**src/design/rc4_ram.sv**
```systemverilog
`default_nettype none

// Simple dual-port RAM: one write port, one registered read port (read-old)
module rc4_ram #(
    parameter int WIDTH = 8,
    parameter int DEPTH = 256
) (
    input  wire logic                     clk,
    input  wire logic                     we,
    input  wire logic [$clog2(DEPTH)-1:0] waddr,
    input  wire logic [WIDTH-1:0]         wdata,
    input  wire logic [$clog2(DEPTH)-1:0] raddr,
    output logic      [WIDTH-1:0]         rdata
);

    logic [WIDTH-1:0] mem [DEPTH];

    always_ff @(posedge clk)
    begin
        if (we)
        begin
            mem[waddr] <= wdata;
        end
        rdata <= mem[raddr];
    end

endmodule

`default_nettype wire

```
**config.mk**
```make
export PLATFORM = sky130hd
export DESIGN_NAME = rc4_ram
export DESIGN_NICKNAME = d
export VERILOG_FILES = /design/src/design/rc4_ram.sv
export SDC_FILE = /design/constraint.sdc
export NUM_CORES = 2
export LEC_CHECK = 0
export ABC_AREA = 1
export BUFFER_PORTS_ARGS = -buffer_cell sky130_fd_sc_hd__buf_2
export CAP_MARGIN = 0
export CORE_ASPECT_RATIO = 0.9
export CORE_MARGIN = 2
export CORE_UTILIZATION = 55
export CTS_CLUSTER_DIAMETER = 40
export DETAILED_ROUTE_END_ITERATION = 7
export PLACE_DENSITY_LB_ADDON = 0.25
export SLEW_MARGIN = 20
export SYNTH_ARGS = -nofsm -noshare
export SYNTH_HDL_FRONTEND = slang
export SYNTH_SLANG_ARGS = --single-unit
export TNS_END_PERCENT = 1
```
**constraint.sdc**
```tcl
create_clock -name clk -period 1.5 [get_ports clk]
set_input_delay 0 -clock clk [delete_from_list [all_inputs] [get_ports clk]]
set_output_delay 0 -clock clk [all_outputs]
set_load 0.02 [all_outputs]
```
==> After elaboration in Yosys (flattened, before gate mapping) <==
Memory sizes are Yosys's and may differ from the RTL's. A register that Yosys moved wholly into a read port is not among the register bits.
Index checks and enable logic that the tools add are counted.
{ "word_totals": {"ramBits": 2048, "inputBits": 26, "mem_count": 1, "latchBits": 0, "ff_bits": 0, "word_cells": 3, "out_inout_bits": 8, "rom_bits": 0} }
{ "classes": {"n_eq_ne": 0, "div_mod_pow": 0, "n_mul": 0, "add_sub_neg": 0, "magnitude_cmp": 0, "reduce_logical": 0, "muxes": 2, "n_shift": 0, "bitwise_logic": 0} }
{ "mem_list": {"columns": ["memory", "words", "width", "read_ports", "rd_clocked_by_memory_dff", "write_ports", "line", "source"], "rows": [
  ["mem", 256, 8, 1, 1, 1, "16", "logic [WIDTH-1:0] mem [DEPTH];"]
]} }
{ "ops": {"columns": ["op", "n"], "rows": [
  ["2-to-1 mux 1 bit", 2]
]} }

==> Logic depth before layout (Yosys ltp) <==
{ "logic_depth": {"ltp_word": 2, "depth_mapped": 15} }

==> Worst setup path before layout <==
Ideal clock, no wire load.
{ "synth_timing": {"path_kind": "input-to-reg", "startpoint": "in we", "endpoint": "mem mem[162][0] (enable)", "required_time_ps": 1130, "cell_stages": 4, "arrival_time_ps": 1121, "path_slack_ps": 9, "setup_time_ps": 370, "path_buffers": 2, "path_cell_list": "clkbuf_1 nand3_1 clkbuf_1 nor2_1"} }
{ "synth_via": {"elab_chain_len": 2} }
{ "synth_rtl": {"columns": ["item", "line", "source"], "rows": [
  ["start: declaration", "9", "input wire logic we,"],
  ["2-to-1 mux 1 bit", "20", "if (we)"],
  ["2-to-1 mux 1 bit (not written as such)", "22", "mem[waddr] <= wdata;"],
  ["end: declaration", "16", null]
]} }
Every way passes these cells.

==> impl_metrics.json <==
{
  "status": "finished, violations left",
  "violations": "setup timing",
  "final_cell_mix": "nand2_1 (2,101), edfxtp_1 (2,048), nand3_1 (1,712)",
  "die_width_um": 414,
  "totalWireLength_um": 236000,
  "cts_max_path_buffers": 3,
  "gp_congestion": 0.902,
  "drtIter0Drc": 8220,
  "io_pins": 34,
  "fin_crit_ns": 1.52,
  "synth_cells": 7003,
  "grt_pass1_vias": 55634,
  "use_met2": 0.466,
  "yosys.area.top_type": "edfxtp_1",
  "grt_busiest_layer": "met2",
  "whs_ns": 0.0849,
  "ys_warn_count": 0,
  "clk_pin_slew_ns": 0.07,
  "stdcell_count": 9716,
  "post-route-util": 0.669,
  "cts_root_buffer": "clkbuf_16",
  "wl_per_cell_um": 24.3,
  "cts_buffers": 213,
  "vias": 58327,
  "arrival_ns": 2.26,
  "drc": 0,
  "finalNetCount": 7564,
  "die_area_um2": 155000,
  "rsz0062_at_grt": "true",
  "syn_area_per_cell_um2": 11.9,
  "antenna_found_initial": 7,
  "start_util": 0.554,
  "setup_ws_ns": -0.0244,
  "synth.distinct_cells": 14,
  "met3_usage": 0.0573,
  "setup_viol": 6,
  "maxCapViolCount": 0,
  "drive_gt1_frac": 0.188,
  "synth_area_leaders": "edfxtp_1 (74%), nand3_1 (12%), nand2_1 (9.6%)",
  "pwr_density_cell_nw_per_um2": 1240,
  "areaGrowthSynthToFinish_pct": 20.7,
  "grt_max_degree": 83,
  "io_buffers": 33,
  "startpoint_type": "flop",
  "hold_violations": 0,
  "irDropWorstVdd_mv": 1.27,
  "viasPerCell": 6.00,
  "multiInputGateArea_um2": 21100,
  "die_h_um": 373,
  "grt_pass1_wl_um": 351000,
  "synth-seq-cells": 2056,
  "row_count": 135,
  "met1_usage": 0.425,
  "grt_usage": 0.302,
  "layout_commonest_cell": "nand2_1",
  "grt_overflow": 0,
  "regArea_um2": 61700,
  "clock_sinks": 2056,
  "synth.top_cell.area_share": 0.737,
  "dpl.cell_count": 9294,
  "worstMarginPinSlew_ns": 0.656,
  "fmax_ghz": 0.656,
  "syn_nets": 7029,
  "synthesis.area_um2": 83400,
  "skew_ns": 0.0226,
  "n_fill_cell": 10509,
  "critPathKind": "reg -> reg",
  "clk_latency_ns": 0.85,
  "cts_max_level": 4,
  "leakage_nw": 36.5,
  "drv_slew": 0,
  "ant_nets": 0,
  "dr.pass1.iters": 6,
  "hold_class": "in -> reg",
  "end_kind": "flop",
  "period_share": 1.02,
  "maxSlewHeadroom": 0.562,
  "cp.required_ns": 2.24,
  "dp_hpwl_um": 146000,
  "core_um2": 151000,
  "synth.yosys.seq_area_share": 0.739,
  "crit_fanout": 1,
  "cts_tree": "done"
}
Yosys cell counts, drive strengths merged:
cell / number
nand2: 2123
edfxtp: 2048
nand3: 2019
buf: 371
nor2: 283
clkbuf: 112
inv: 39
dfxtp: 8
cells by family after synthesis:
family,synth area share
buffers and inverters,0.0312
and+or+nand+nor,0.229
DFF,0.739
final timing paths:
check	slack, ns	to	from	cells past startpoint
worst max-delay path	-0.02	rdata[2]$_DFF_P_	mem[118][2]$_DFFE_PP_	10
worst min-delay path	0.08	rdata[2]$_DFF_P_	raddr[4]	8
worst max register to register	-0.02	rdata[2]$_DFF_P_	mem[118][2]$_DFFE_PP_	10
worst min register to register	1.01	rdata[1]$_DFF_P_	mem[32][1]$_DFFE_PP_	10
routing by layer:
| metal | part of all wire | vias up |
|---|---|---|
| met5 | 0.000030 | - |
| met4 | 0.041 | 2 |
| met3 | 0.11 | 519 |
| met2 | 0.47 | 3451 |
| met1 | 0.38 | 28365 |
| li1 | - | 25990 |
area by class of cell:
| cell class | instances | area share |
|---|---|---|
| flip-flops and latches | 2056 | 0.613 |
| multi-input cells | 4425 | 0.210 |
| repair buffers | 803 | 0.0814 |
| diodes | 6 | 0.000149 |
| well taps | 1986 | 0.0247 |
| clock buffers | 251 | 0.0554 |
| inverters | 39 | 0.00179 |
| clock inverters | 150 | 0.0142 |
sequential cells by signal, summed over array words and instances, names as in the netlist:
| name | cells |
|---|---|
| mem | 2048 |
| rdata | 8 |
through the flow:
stage	setup TNS (ns)	setup slack (ns)	area (µm²)	power [W]
after global placement	-211.34	-0.887	91500	0.0727
after detailed placement	-220.93	-0.878	91500	0.0728
after global routing	-0.537	-0.0784	101000	0.128
final	-0.0714	-0.0244	101000	0.125
after CTS	-0.336	-0.0636	99400	0.125
after floorplan	0	0.00853	83400	0.0685
power breakdown:
group / total [W] / switching (W) / internal [W] / leakage [nW]
logic: 0.00905 / 0.00618 / 0.00286 / 14.7
clock network: 0.0527 / 0.0225 / 0.0302 / 3.40
registers: 0.0634 / 0.0000968 / 0.0633 / 18.5
timing repair:
item	4_1_cts	5_1_grt
endpoints found under the setup margin	16	9
hold buffers	15	0
setup buffers	0	0
endpoints found under the hold margin	2296	0
pin swaps	22	82
gates resized for setup	153	242
worst max-delay path, stage by stage, from the launching register on:
cell and delay, ns:
edfxtp_1 0.38, nand2_1 0.09, nand3_1 0.08, nand3_1 0.12
nand3_1 0.10, nand3_2 0.13, nand3_4 0.11, nand3_4 0.14
nand2_4 0.07, nand2_4 0.12, nand2_1 0.06
Note: power is estimated with default switching activity, not from simulation.
